===== src/rtl/fifo_contiguous_slot_allocator_unit_macros.svh =====
// Assertion macros shared by the slot allocator modules.
`ifndef FIFO_CONTIGUOUS_SLOT_ALLOCATOR_UNIT_MACROS_SVH
`define FIFO_CONTIGUOUS_SLOT_ALLOCATOR_UNIT_MACROS_SVH

// Same-cycle implication, disabled while reset is high.
`define CSA_ASSERT_IMPL(name, clk_s, rst_s, ante, cons, msg) \
  name: assert property (@(posedge clk_s) disable iff (rst_s) (ante) |-> (cons)) \
    else $error(msg);

// Next-cycle implication, disabled while reset is high.
`define CSA_ASSERT_NEXT(name, clk_s, rst_s, ante, cons, msg) \
  name: assert property (@(posedge clk_s) disable iff (rst_s) (ante) |=> (cons)) \
    else $error(msg);

`endif


===== src/rtl/csa_pkg.sv =====
// Shared constants, types and a helper function of the slot allocator.
package csa_pkg;

  localparam int SLOTS       = 16;
  localparam int QUEUE_DEPTH = 8;
  localparam int MAX_RESULTS = 8;
  localparam int CMDQ_DEPTH  = 2;
  localparam int RESQ_DEPTH  = 4;

  localparam int TAG_W    = 8;
  localparam int CNT_W    = 5;
  localparam int START_W  = 4;
  localparam int STATUS_W = 2;

  localparam int POS_W   = $clog2(2 * SLOTS + 1);
  localparam int QPTR_W  = (QUEUE_DEPTH > 1) ? $clog2(QUEUE_DEPTH) : 1;
  localparam int QFILL_W = $clog2(QUEUE_DEPTH + 1);
  localparam int NRES_W  = $clog2(MAX_RESULTS + 1);

  localparam int CMDQ_PTR_W = (CMDQ_DEPTH > 1) ? $clog2(CMDQ_DEPTH) : 1;
  localparam int CMDQ_CNT_W = $clog2(CMDQ_DEPTH + 1);
  localparam int RESQ_PTR_W = (RESQ_DEPTH > 1) ? $clog2(RESQ_DEPTH) : 1;
  localparam int RESQ_CNT_W = $clog2(RESQ_DEPTH + 1);

  localparam logic FUNC_RESERVE = 1'b0;
  localparam logic FUNC_RELEASE = 1'b1;

  localparam logic [STATUS_W-1:0] STATUS_GRANTED    = 2'd0;
  localparam logic [STATUS_W-1:0] STATUS_QUEUE_FULL = 2'd1;
  localparam logic [STATUS_W-1:0] STATUS_BAD_COUNT  = 2'd2;

  typedef enum logic [1:0] {
    CMD_BAD_COUNT,
    CMD_RESERVE,
    CMD_RELEASE
  } cmd_op_t;

  typedef struct packed {
    cmd_op_t             op;
    logic [TAG_W-1:0]    tag;
    logic [CNT_W-1:0]    count;
    logic [START_W-1:0]  start;
  } cmd_t;

  typedef struct packed {
    logic [TAG_W-1:0]    tag;
    logic [START_W-1:0]  start;
    logic [STATUS_W-1:0] status;
    logic                last;
  } result_t;

  typedef logic [SLOTS-1:0] slot_map_t;

  // Bit i is set when start <= i < start + len.
  function automatic slot_map_t run_mask(input logic [POS_W-1:0] start,
                                         input logic [POS_W-1:0] len);
    slot_map_t        m;
    logic [POS_W-1:0] idx;
    for (int i = 0; i < SLOTS; i++) begin
      idx  = POS_W'(i);
      m[i] = (idx >= start) && (idx < start + len);
    end
    return m;
  endfunction

endpackage


===== src/rtl/fifo_contiguous_slot_allocator_unit.sv =====
// Top level of the FIFO-ordered first-fit contiguous slot allocator.
// The block tracks 16 slots and a wait queue of up to 8 reserve requests that are
// served strictly in arrival order. An input word either reserves slot_count
// contiguous slots (func 0) or frees slot_count slots from start_slot on (func 1).
// A reserve with a count of zero or above the slot total is answered at once with
// status 2, and a good reserve that finds the wait queue full is answered with
// status 1. Otherwise the request waits, and after every reserve or release the
// engine grants the queue head the lowest-starting free run of its size, again and
// again while heads fit, at most 8 grants per input word; each grant carries the
// request's tag and the run's first slot with status 0. A release that frees
// nothing or runs past the last slot is ignored and causes no result. The word
// that ends the results of one input has last set; a reserve that only waits
// causes no result at all. Input words go through a two-entry command queue into
// the engine, and results leave through a four-entry result queue, so both sides
// stall on their own. The engine answers a rejection, or queues a reserve or applies a
// release, from its idle state, then grants queue heads one after another in its grant
// state and leaves it when a search finds no fit, the queue is empty or the grant limit
// is reached; the first-fit search over all slots is combinational and sets the pace of
// a burst. There is no clearing pass after reset.
module fifo_contiguous_slot_allocator_unit (
  input  logic                            clk,
  input  logic                            rst,
  input  logic                            push,
  output logic                            full,
  input  logic                            func,
  input  logic [csa_pkg::TAG_W-1:0]       req_tag,
  input  logic [csa_pkg::CNT_W-1:0]       slot_count,
  input  logic [csa_pkg::START_W-1:0]     start_slot,
  output logic                            empty,
  input  logic                            pop,
  output logic [csa_pkg::TAG_W-1:0]       grant_tag,
  output logic [csa_pkg::START_W-1:0]     grant_start,
  output logic [csa_pkg::STATUS_W-1:0]    status,
  output logic                            last
);
  import csa_pkg::*;

  logic    cmd_push;
  cmd_t    cmd_in;
  logic    cmd_full;
  logic    cmd_empty;
  logic    cmd_pop;
  cmd_t    cmd_out;
  result_t res;

  // The front end classifies each input word and drops releases that free nothing or run past the last slot.
  csa_front u_front (
    .push       (push),
    .full       (full),
    .func       (func),
    .req_tag    (req_tag),
    .slot_count (slot_count),
    .start_slot (start_slot),
    .cmd_push   (cmd_push),
    .cmd        (cmd_in),
    .cmd_full   (cmd_full)
  );

  // Commands wait here while the engine works through a grant burst.
  csa_cmd_queue u_cmd_queue (
    .clk   (clk),
    .rst   (rst),
    .push  (cmd_push),
    .din   (cmd_in),
    .full  (cmd_full),
    .pop   (cmd_pop),
    .dout  (cmd_out),
    .empty (cmd_empty)
  );

  // The engine owns the occupancy map and the wait queue and emits result words.
  csa_back u_back (
    .clk       (clk),
    .rst       (rst),
    .cmd_valid (!cmd_empty),
    .cmd       (cmd_out),
    .cmd_pop   (cmd_pop),
    .res_empty (empty),
    .res       (res),
    .res_pop   (pop)
  );

  assign grant_tag   = res.tag;
  assign grant_start = res.start;
  assign status      = res.status;
  assign last        = res.last;

endmodule


===== src/rtl/csa_front.sv =====
// Front end: takes input words, checks counts and ranges, forms commands.
module csa_front (
  input  logic                         push,
  output logic                         full,
  input  logic                         func,
  input  logic [csa_pkg::TAG_W-1:0]    req_tag,
  input  logic [csa_pkg::CNT_W-1:0]    slot_count,
  input  logic [csa_pkg::START_W-1:0]  start_slot,
  output logic                         cmd_push,
  output csa_pkg::cmd_t                cmd,
  input  logic                         cmd_full
);
  import csa_pkg::*;

  logic [POS_W-1:0] end_pos;
  logic             count_ok;
  logic             release_ok;
  logic             accept;

  assign end_pos    = POS_W'(start_slot) + POS_W'(slot_count);
  assign count_ok   = (slot_count != '0) && (POS_W'(slot_count) <= POS_W'(SLOTS));
  // A release that runs past the last slot, or frees nothing, is dropped here.
  assign release_ok = (slot_count != '0) && (POS_W'(start_slot) < POS_W'(SLOTS)) &&
                      (end_pos <= POS_W'(SLOTS));

  assign accept   = push && !cmd_full;
  assign full     = cmd_full;
  assign cmd_push = accept && ((func == FUNC_RESERVE) || release_ok);

  always_comb begin
    cmd.tag   = req_tag;
    cmd.count = slot_count;
    cmd.start = start_slot;
    if (func == FUNC_RESERVE) begin
      cmd.op = count_ok ? CMD_RESERVE : CMD_BAD_COUNT;
    end else begin
      cmd.op = CMD_RELEASE;
    end
  end

endmodule


===== src/rtl/csa_cmd_queue.sv =====
// Short command queue between the front end and the allocation engine.
`include "fifo_contiguous_slot_allocator_unit_macros.svh"
module csa_cmd_queue (
  input  logic          clk,
  input  logic          rst,
  input  logic          push,
  input  csa_pkg::cmd_t din,
  output logic          full,
  input  logic          pop,
  output csa_pkg::cmd_t dout,
  output logic          empty
);
  import csa_pkg::*;

  cmd_t                  entries [CMDQ_DEPTH];
  logic [CMDQ_PTR_W-1:0] head;
  logic [CMDQ_PTR_W-1:0] tail;
  logic [CMDQ_CNT_W-1:0] count;
  logic                  do_push;
  logic                  do_pop;

  assign full    = (count == CMDQ_CNT_W'(CMDQ_DEPTH));
  assign empty   = (count == '0);
  assign do_push = push && !full;
  assign do_pop  = pop && !empty;
  assign dout    = entries[head];

  always_ff @(posedge clk) begin
    if (do_push) begin
      entries[tail] <= din;
    end
  end

  always_ff @(posedge clk) begin
    if (rst) begin
      head  <= '0;
      tail  <= '0;
      count <= '0;
    end else begin
      if (do_push) begin
        tail <= (tail == CMDQ_PTR_W'(CMDQ_DEPTH - 1)) ? '0 : tail + 1'b1;
      end
      if (do_pop) begin
        head <= (head == CMDQ_PTR_W'(CMDQ_DEPTH - 1)) ? '0 : head + 1'b1;
      end
      if (do_push && !do_pop) begin
        count <= count + 1'b1;
      end else if (do_pop && !do_push) begin
        count <= count - 1'b1;
      end
    end
  end

  `CSA_ASSERT_IMPL(a_cq_bound, clk, rst, 1'b1, count <= CMDQ_CNT_W'(CMDQ_DEPTH), "overfilled")
  `CSA_ASSERT_IMPL(a_cq_ptrs, clk, rst, count == '0, head == tail, "split pointers")
  `CSA_ASSERT_NEXT(a_cq_grow, clk, rst, do_push && !do_pop, count == $past(count) + 1'b1, "push lost")

endmodule


===== src/rtl/csa_back.sv =====
// Allocation engine: wait queue, occupancy map, first-fit search, result queue.
`include "fifo_contiguous_slot_allocator_unit_macros.svh"
module csa_back (
  input  logic             clk,
  input  logic             rst,
  input  logic             cmd_valid,
  input  csa_pkg::cmd_t    cmd,
  output logic             cmd_pop,
  output logic             res_empty,
  output csa_pkg::result_t res,
  input  logic             res_pop
);
  import csa_pkg::*;

  typedef enum logic {S_IDLE, S_GRANT} state_t;

  state_t               state;
  slot_map_t            map;
  logic [TAG_W-1:0]     wq_tag   [QUEUE_DEPTH];
  logic [CNT_W-1:0]     wq_count [QUEUE_DEPTH];
  logic [QPTR_W-1:0]    q_head;
  logic [QPTR_W-1:0]    q_tail;
  logic [QFILL_W-1:0]   q_fill;
  logic [NRES_W-1:0]    n_grant;
  logic                 pend_valid;
  logic [TAG_W-1:0]     pend_tag;
  logic [START_W-1:0]   pend_start;

  result_t              rq [RESQ_DEPTH];
  logic [RESQ_PTR_W-1:0] rq_head;
  logic [RESQ_PTR_W-1:0] rq_tail;
  logic [RESQ_CNT_W-1:0] rq_count;
  logic                 rq_full;
  logic                 rq_do_pop;

  logic [CNT_W-1:0]     head_len;
  logic [SLOTS-1:0]     fit_ok;
  logic                 fit_found;
  logic [START_W-1:0]   fit_start;
  slot_map_t            grant_mask;
  logic                 q_full;
  logic                 cont;
  logic                 stall;
  logic                 grant_fire;
  logic                 enqueue;
  logic                 res_push;
  result_t              res_data;

  assign q_full   = (q_fill == QFILL_W'(QUEUE_DEPTH));
  assign head_len = wq_count[q_head];

  // Every possible start is checked at once; the lowest free one wins.
  always_comb begin
    for (int s = 0; s < SLOTS; s++) begin
      fit_ok[s] = (POS_W'(s) + POS_W'(head_len) <= POS_W'(SLOTS)) &&
                  ((map & run_mask(POS_W'(s), POS_W'(head_len))) == '0);
    end
  end

  always_comb begin
    fit_found = 1'b0;
    fit_start = '0;
    for (int s = SLOTS - 1; s >= 0; s--) begin
      if (fit_ok[s]) begin
        fit_found = 1'b1;
        fit_start = START_W'(s);
      end
    end
  end

  assign grant_mask = run_mask(POS_W'(fit_start), POS_W'(head_len));
  assign cont       = (state == S_GRANT) && (q_fill != '0) &&
                      (n_grant < NRES_W'(MAX_RESULTS)) && fit_found;
  assign stall      = pend_valid && rq_full;
  assign grant_fire = cont && !stall;
  assign enqueue    = (state == S_IDLE) && cmd_valid && (cmd.op == CMD_RESERVE) && !q_full;

  // A grant is held in the pend registers so that its last flag can see whether another follows.
  always_comb begin
    res_push = 1'b0;
    res_data = '0;
    cmd_pop  = 1'b0;
    case (state)
      S_IDLE: begin
        if (cmd_valid) begin
          case (cmd.op)
            CMD_BAD_COUNT: begin
              res_data = '{tag: cmd.tag, start: '0, status: STATUS_BAD_COUNT, last: 1'b1};
              res_push = !rq_full;
              cmd_pop  = !rq_full;
            end
            CMD_RESERVE: begin
              if (q_full) begin
                res_data = '{tag: cmd.tag, start: '0, status: STATUS_QUEUE_FULL, last: 1'b1};
                res_push = !rq_full;
                cmd_pop  = !rq_full;
              end else begin
                cmd_pop = 1'b1;
              end
            end
            default: begin
              cmd_pop = 1'b1;
            end
          endcase
        end
      end
      S_GRANT: begin
        res_data = '{tag: pend_tag, start: pend_start, status: STATUS_GRANTED, last: !cont};
        res_push = pend_valid && !rq_full;
      end
      default: begin
        res_push = 1'b0;
      end
    endcase
  end

  always_ff @(posedge clk) begin
    if (enqueue) begin
      wq_tag[q_tail]   <= cmd.tag;
      wq_count[q_tail] <= cmd.count;
    end
  end

  always_ff @(posedge clk) begin
    if (rst) begin
      state      <= S_IDLE;
      map        <= '0;
      q_head     <= '0;
      q_tail     <= '0;
      q_fill     <= '0;
      n_grant    <= '0;
      pend_valid <= 1'b0;
      pend_tag   <= '0;
      pend_start <= '0;
    end else begin
      case (state)
        S_IDLE: begin
          if (cmd_valid) begin
            case (cmd.op)
              CMD_RESERVE: begin
                if (!q_full) begin
                  q_tail  <= (q_tail == QPTR_W'(QUEUE_DEPTH - 1)) ? '0 : q_tail + 1'b1;
                  q_fill  <= q_fill + 1'b1;
                  n_grant <= '0;
                  state   <= S_GRANT;
                end
              end
              CMD_RELEASE: begin
                map     <= map & ~run_mask(POS_W'(cmd.start), POS_W'(cmd.count));
                n_grant <= '0;
                state   <= S_GRANT;
              end
              default: begin
                state <= S_IDLE;
              end
            endcase
          end
        end
        S_GRANT: begin
          if (!stall) begin
            if (cont) begin
              map        <= map | grant_mask;
              q_head     <= (q_head == QPTR_W'(QUEUE_DEPTH - 1)) ? '0 : q_head + 1'b1;
              q_fill     <= q_fill - 1'b1;
              n_grant    <= n_grant + 1'b1;
              pend_valid <= 1'b1;
              pend_tag   <= wq_tag[q_head];
              pend_start <= fit_start;
            end else begin
              pend_valid <= 1'b0;
              state      <= S_IDLE;
            end
          end
        end
        default: begin
          state <= S_IDLE;
        end
      endcase
    end
  end

  // Result queue toward the output ports.
  assign rq_full   = (rq_count == RESQ_CNT_W'(RESQ_DEPTH));
  assign res_empty = (rq_count == '0);
  assign rq_do_pop = res_pop && !res_empty;
  assign res       = rq[rq_head];

  always_ff @(posedge clk) begin
    if (res_push) begin
      rq[rq_tail] <= res_data;
    end
  end

  always_ff @(posedge clk) begin
    if (rst) begin
      rq_head  <= '0;
      rq_tail  <= '0;
      rq_count <= '0;
    end else begin
      if (res_push) begin
        rq_tail <= (rq_tail == RESQ_PTR_W'(RESQ_DEPTH - 1)) ? '0 : rq_tail + 1'b1;
      end
      if (rq_do_pop) begin
        rq_head <= (rq_head == RESQ_PTR_W'(RESQ_DEPTH - 1)) ? '0 : rq_head + 1'b1;
      end
      if (res_push && !rq_do_pop) begin
        rq_count <= rq_count + 1'b1;
      end else if (rq_do_pop && !res_push) begin
        rq_count <= rq_count - 1'b1;
      end
    end
  end

  `CSA_ASSERT_IMPL(a_fill_bound, clk, rst, 1'b1, q_fill <= QFILL_W'(QUEUE_DEPTH), "overfilled")
  `CSA_ASSERT_IMPL(a_burst_bound, clk, rst, 1'b1, n_grant <= NRES_W'(MAX_RESULTS), "long burst")
  `CSA_ASSERT_IMPL(a_grant_free, clk, rst, grant_fire, (map & grant_mask) == '0, "busy grant")
  `CSA_ASSERT_NEXT(a_grant_marks, clk, rst, grant_fire, &(map | ~$past(grant_mask)), "not marked")
  `CSA_ASSERT_IMPL(a_rq_bound, clk, rst, 1'b1, rq_count <= RESQ_CNT_W'(RESQ_DEPTH), "overfilled")

endmodule

===== config.mk =====
export PLATFORM = sky130hd
export DESIGN_NAME = fifo_contiguous_slot_allocator_unit
export DESIGN_NICKNAME = d
export VERILOG_FILES = /design/src/rtl/csa_pkg.sv /design/src/rtl/fifo_contiguous_slot_allocator_unit.sv /design/src/rtl/csa_front.sv /design/src/rtl/csa_cmd_queue.sv /design/src/rtl/csa_back.sv
export VERILOG_INCLUDE_DIRS = /design/src /design/src/rtl
export SDC_FILE = /design/constraint.sdc
export NUM_CORES = 1
export LEC_CHECK = 0
export ABC_CLOCK_PERIOD_IN_PS = 9700
export BUFFER_PORTS_ARGS = -buffer_cell sky130_fd_sc_hd__buf_2
export CAP_MARGIN = 40
export CORE_MARGIN = 8
export CORE_UTILIZATION = 47
export CTS_CLUSTER_SIZE = 10
export DETAILED_ROUTE_END_ITERATION = 10
export SYNTH_ARGS = -nofsm -noshare
export SYNTH_HDL_FRONTEND = slang
export SYNTH_HIERARCHICAL = 1
export SYNTH_SLANG_ARGS = --single-unit

===== constraint.sdc =====
create_clock -name clk -period 9.7 [get_ports clk]
set_clock_uncertainty 0.15 [all_clocks]
set_input_delay 0 -clock clk [delete_from_list [all_inputs] [get_ports clk]]
set_output_delay 0 -clock clk [all_outputs]
set_load 0.05 [all_outputs]

==> impl.org <==
** Floorplan
- The core region is between 0.02 and 0.03 mm2.
- Standard-cell rows :: 63
- Die Area :: around 0.036 mm2
- Chip width :: around 190 um
- Die Span Y :: 189 um
- Pin placement for this block handled 39 I/O pins.
- The initial utilization of the core area, before any placement, comes to 47.7%.

** Synthesis
- For this run, the register share of the synthesized area comes to between 50% and 60%.
- The synthesized netlist devotes approximately 5.7% of its cell area to adder and majority cells.
- Cell Area, Synth :: between 0.01 and 0.015 mm2
- Summing the areas of all and, or, nand and nor instances in the mapped netlist gives about an eighth of the synthesized area.
- After synthesis the netlist holds a flip-flop and latch count of roughly 260.
- Combinational family with the most area after synthesis :: compound AO/OA/AOI/OAI gates
- Parity-gate share of the synthesized area counting xor and xnor cells :: 1.92%
- Post-Syn Instances :: between 1000 and 1500
- Area share of the leading cell type in the synthesized netlist :: a little over two fifths
- Synthesis instantiated 94 different standard cells from the library.
- Most frequent cells after synthesis :: sky130_fd_sc_hd__edfxtp_1, sky130_fd_sc_hd__nor2_1, sky130_fd_sc_hd__nand2_1
- Cells taking the most area after synthesis :: sky130_fd_sc_hd__edfxtp_1, sky130_fd_sc_hd__dfxtp_1, sky130_fd_sc_hd__ha_1, sky130_fd_sc_hd__mux4_2, sky130_fd_sc_hd__mux2i_1
- Fraction of synthesis flops using an asynchronous set or reset pin :: 0%
- Among all cell types in the netlist, the one instantiated most often is sky130_fd_sc_hd__edfxtp_1.
- Nets in the synthesized netlist :: ~1300
- Biggest area consumer among synthesized cells :: sky130_fd_sc_hd__edfxtp_1
- Post-synthesis compound-gate area fraction :: around 15%
- The average instance in the mapped netlist occupies around 12 um2.
- For this run, the number of Yosys warnings is 6.
- After synthesis, the share of cell area in mux cells is 9.49%.
- Top FF cell, synth :: sky130_fd_sc_hd__edfxtp_1
- Number of flops mapped to enable cells by yosys :: slightly above 200

** Detailed routing
- Across all layers, the routed design uses 10100 vias.
- Post-route antenna net violation count :: 0
- Dividing the detail-routed wire length by the instance count gives between 20 and 25 um.
- The routed design has ~36 mm of wire.
- Initial drt markers :: 1277
- Using the TritonRoute via totals, the vias-per-cell ratio works out to 6.10.
- Number of remaining DRC errors :: 0
- Number of detailed-route iterations in the first pass :: 5

** STA
- The final number of max-transition violations was 0.
- Setup repair after global routing left no endpoint under its margin.
- Total of endpoints with negative setup slack in the final report :: 0
- Clock period minus worst slack :: around 7.6 ns
- Worst Tran Pin Value :: a little under 0.9 ns
- Dividing the final minimum period by the clock period gives 77.9%.
- Fin. Hold Viols :: 0
- For this run, the top clock speed supported by timing is 0.132 GHz.
- Worst slew slack as a fraction of its limit :: 41.2%
- Total Neg Setup Slack :: 0 ns

** Critical path
- Among the stages of the critical path, the cell type that occurs most often is sky130_fd_sc_hd__nand2_1.
- Critical Path Max Stage Delay :: 0.65 ns
- Data on the critical path is required at its endpoint by ~10 ns.
- The worst setup path is captured at a register.
- Biggest fanout along the worst timing path :: 15
- Cell family with most CP delay :: compound AO/OA/AOI/OAI gates
- STA classifies the critical path startpoint as a register.
- Data arrival time of the worst path :: 7.84 ns
- The number of cells on the worst reg-to-reg path is 26.
- Reg-to-reg critical path endpoint :: u_back/map[0]
- Counting both buffers and inverters, the worst setup path holds a total of 3.
- The setup path with the least slack is of type reg -> reg.
- Library cell contributing the largest single delay on the critical path :: sky130_fd_sc_hd__ha_1
- In this run the register-to-register setup slack is roughly 2.1 ns.

** Cells and area
- N_diodes :: 0
- Multi-input combinational cell area :: 0.00632 mm2
- The net count of the finished layout is 1329.
- Compared with the post-synthesis result, the final layout area differs by 12.8%.
- Footprint of the flip-flops and latches :: ~0.0073 mm2
- Fillcell total :: 2537
- Utilization after layout :: 53.8%
- The post-route netlist has ~16% of its cells at a drive strength greater than 1.

** Global routing
- All-layer global routing usage :: 19.8%
- The via count of the first global-routing pass was roughly 9800.
- The first global-routing pass estimated ~57 mm of wire.
- Entering global routing, the biggest net connects roughly 50 pins.
- For this run the aggregate overflow at the end of global routing stands at 0.
- The number of antenna violations at the first check in global routing is 0.

** Placement
- PortBufs :: 38
- The congestion estimate from routability-driven global placement came to 1.01.
- Post-DP HPWL :: approximately 26 mm

** CTS
- The root buffer cell chosen for the clock tree is sky130_fd_sc_hd__clkbuf_16.
- In this run, post-CTS repair resized a total of 0 instances.
- Clock-pin slew of the registers on the worst-case setup and hold paths :: ~0.060 ns
- Number of clock buffers inserted by TritonCTS :: 31
- For the worst-skew pair, the clock arrives at the later sink with an insertion delay of around 0.56 ns.
- TritonCTS built the clock tree.
- Number of H-tree levels :: 1
- The longest clock path from root to sink contains 3 buffers.
- For this design, the sink count on the clock tree is between 200 and 300.

** Flow run
- Max-cap violations in this run came to 0.

** Worst hold path
- The worst hold path passes through 2 cells.
- Launch point of the worst hold path :: req_tag[1]
- The tightest min-delay check is of the in -> reg type.
- The path with the worst hold slack has its endpoint at u_cmd_queue/entries[1][10].

** Status
- The run finished with clean final reports.

** Power and ir drop
- Power density of the placed cells :: 225 mW/mm2
- Worst voltage drop across the vdd grid :: roughly 0.16 mV
- The analysis attributes to cell leakage a power of 5.47 nW.
## report_power, final
group / total (mW) / internal, mW / switching [mW]
sequential: 1.39 / 1.34 / 0.0503
combinational: 1.17 / 0.399 / 0.774
clock: 1.03 / 0.607 / 0.423
total: 3.60 / 2.35 / 1.25
## kinds of logic (layout without fill, tap and decap cells)
logic type,after synthesis,in the layout
AO/OA/AOI/OAI,287,287
XOR/XNOR,31,31
adder cells (fa/ha/maj),61,61
buffers and inverters,118,196
flip-flops,263,263
multiplexers,92,92
AND/OR/NAND/NOR,341,341
## cell usage in the layout (no fill, tap or decap), types with 39 or more instances in the layout
master	netlist	final
sky130_fd_sc_hd__ha_1	56	56
sky130_fd_sc_hd__dfxtp_1	61	61
sky130_fd_sc_hd__a21oi_1	48	48
sky130_fd_sc_hd__buf_2	7	39
sky130_fd_sc_hd__nand2_1	72	72
sky130_fd_sc_hd__o21ai_0	41	41
sky130_fd_sc_hd__nor2_1	82	79
sky130_fd_sc_hd__inv_1	42	42
sky130_fd_sc_hd__edfxtp_1	202	202
## timing repair
| item | CTS | global route |
|---|---|---|
| endpoints found under the hold margin | 80 | 0 |
| hold buffers | 31 | 0 |
| buffers inserted | 0 | 0 |
| endpoints found under the setup margin | 0 | 0 |
## cell type report
class,instances,share of cell area [%]
Clock inverter,3,0.227
Tap cell,390,3.06
Inverter,45,1.06
Sequential cell,263,45.7
Clock buffer,55,5.49
Timing Repair Buffer,93,4.89
Multi-Input combinational cell,812,39.6
## metal layers
metal  vias to the layer above  part of all wire, %  GRT usage [%]  wire (um)
li1                       4683                    -              -          -
met1                      4836                   44           28.0      16100
met2                       510                   44           30.8      16100
met3                        96                  8.8           3.86       3210
met4                         0                  2.8           5.50       1030
met5                         -                    0              0          0
## state kept, by name, summed over array words and instances, names as in the netlist, named ones only
signal	count
u_back/map	16
u_cmd_queue/head	1
u_back/pend_valid	1
u_back/rq_count	3
u_back/pend_start	4
u_back/q_tail	3
u_back/wq_tag	64
u_back/pend_tag	8
u_back/rq_tail	2
u_cmd_queue/entries	38
u_back/n_grant	4
u_back/wq_count	40
u_cmd_queue/tail	1
u_back/q_head	3
u_back/rq_head	2
u_back/rq	60
u_cmd_queue/count	2
u_back/state	1
u_back/q_fill	4
## stage by stage
| stage | hold WS, ns | power [mW] | instance area [um2] | setup slack (ns) | std cells |
|---|---|---|---|---|---|
| 2_1_floorplan | -0.0809 | 2.25 | 14100 | 3.81 | 1193 |
| 3_3_place_gp | 0.0377 | 2.54 | 14500 | 1.81 | 1559 |
| 3_5_place_dp | 0.0409 | 2.56 | 14700 | 2.43 | 1572 |
| 4_1_cts | 0.00178 | 3.61 | 16000 | 2.38 | 1661 |
| 5_1_grt | 0.00436 | 3.77 | 16000 | 1.76 | 1661 |
| 6_report | 0.0246 | 3.60 | 16000 | 2.15 | 1661 |
## worst max-delay path by stage
stage                  start             to  depth (start not counted)
floorplan           register  u_back/map[0]                         24
finish              register  u_back/map[0]                         26
global placement    register  u_back/map[0]                         25
detailed placement  register  u_back/map[0]                         25
global route        register  u_back/map[2]                         26
CTS                 register  u_back/map[0]                         25
No activity file was read; power rests on OpenSTA's default activity.
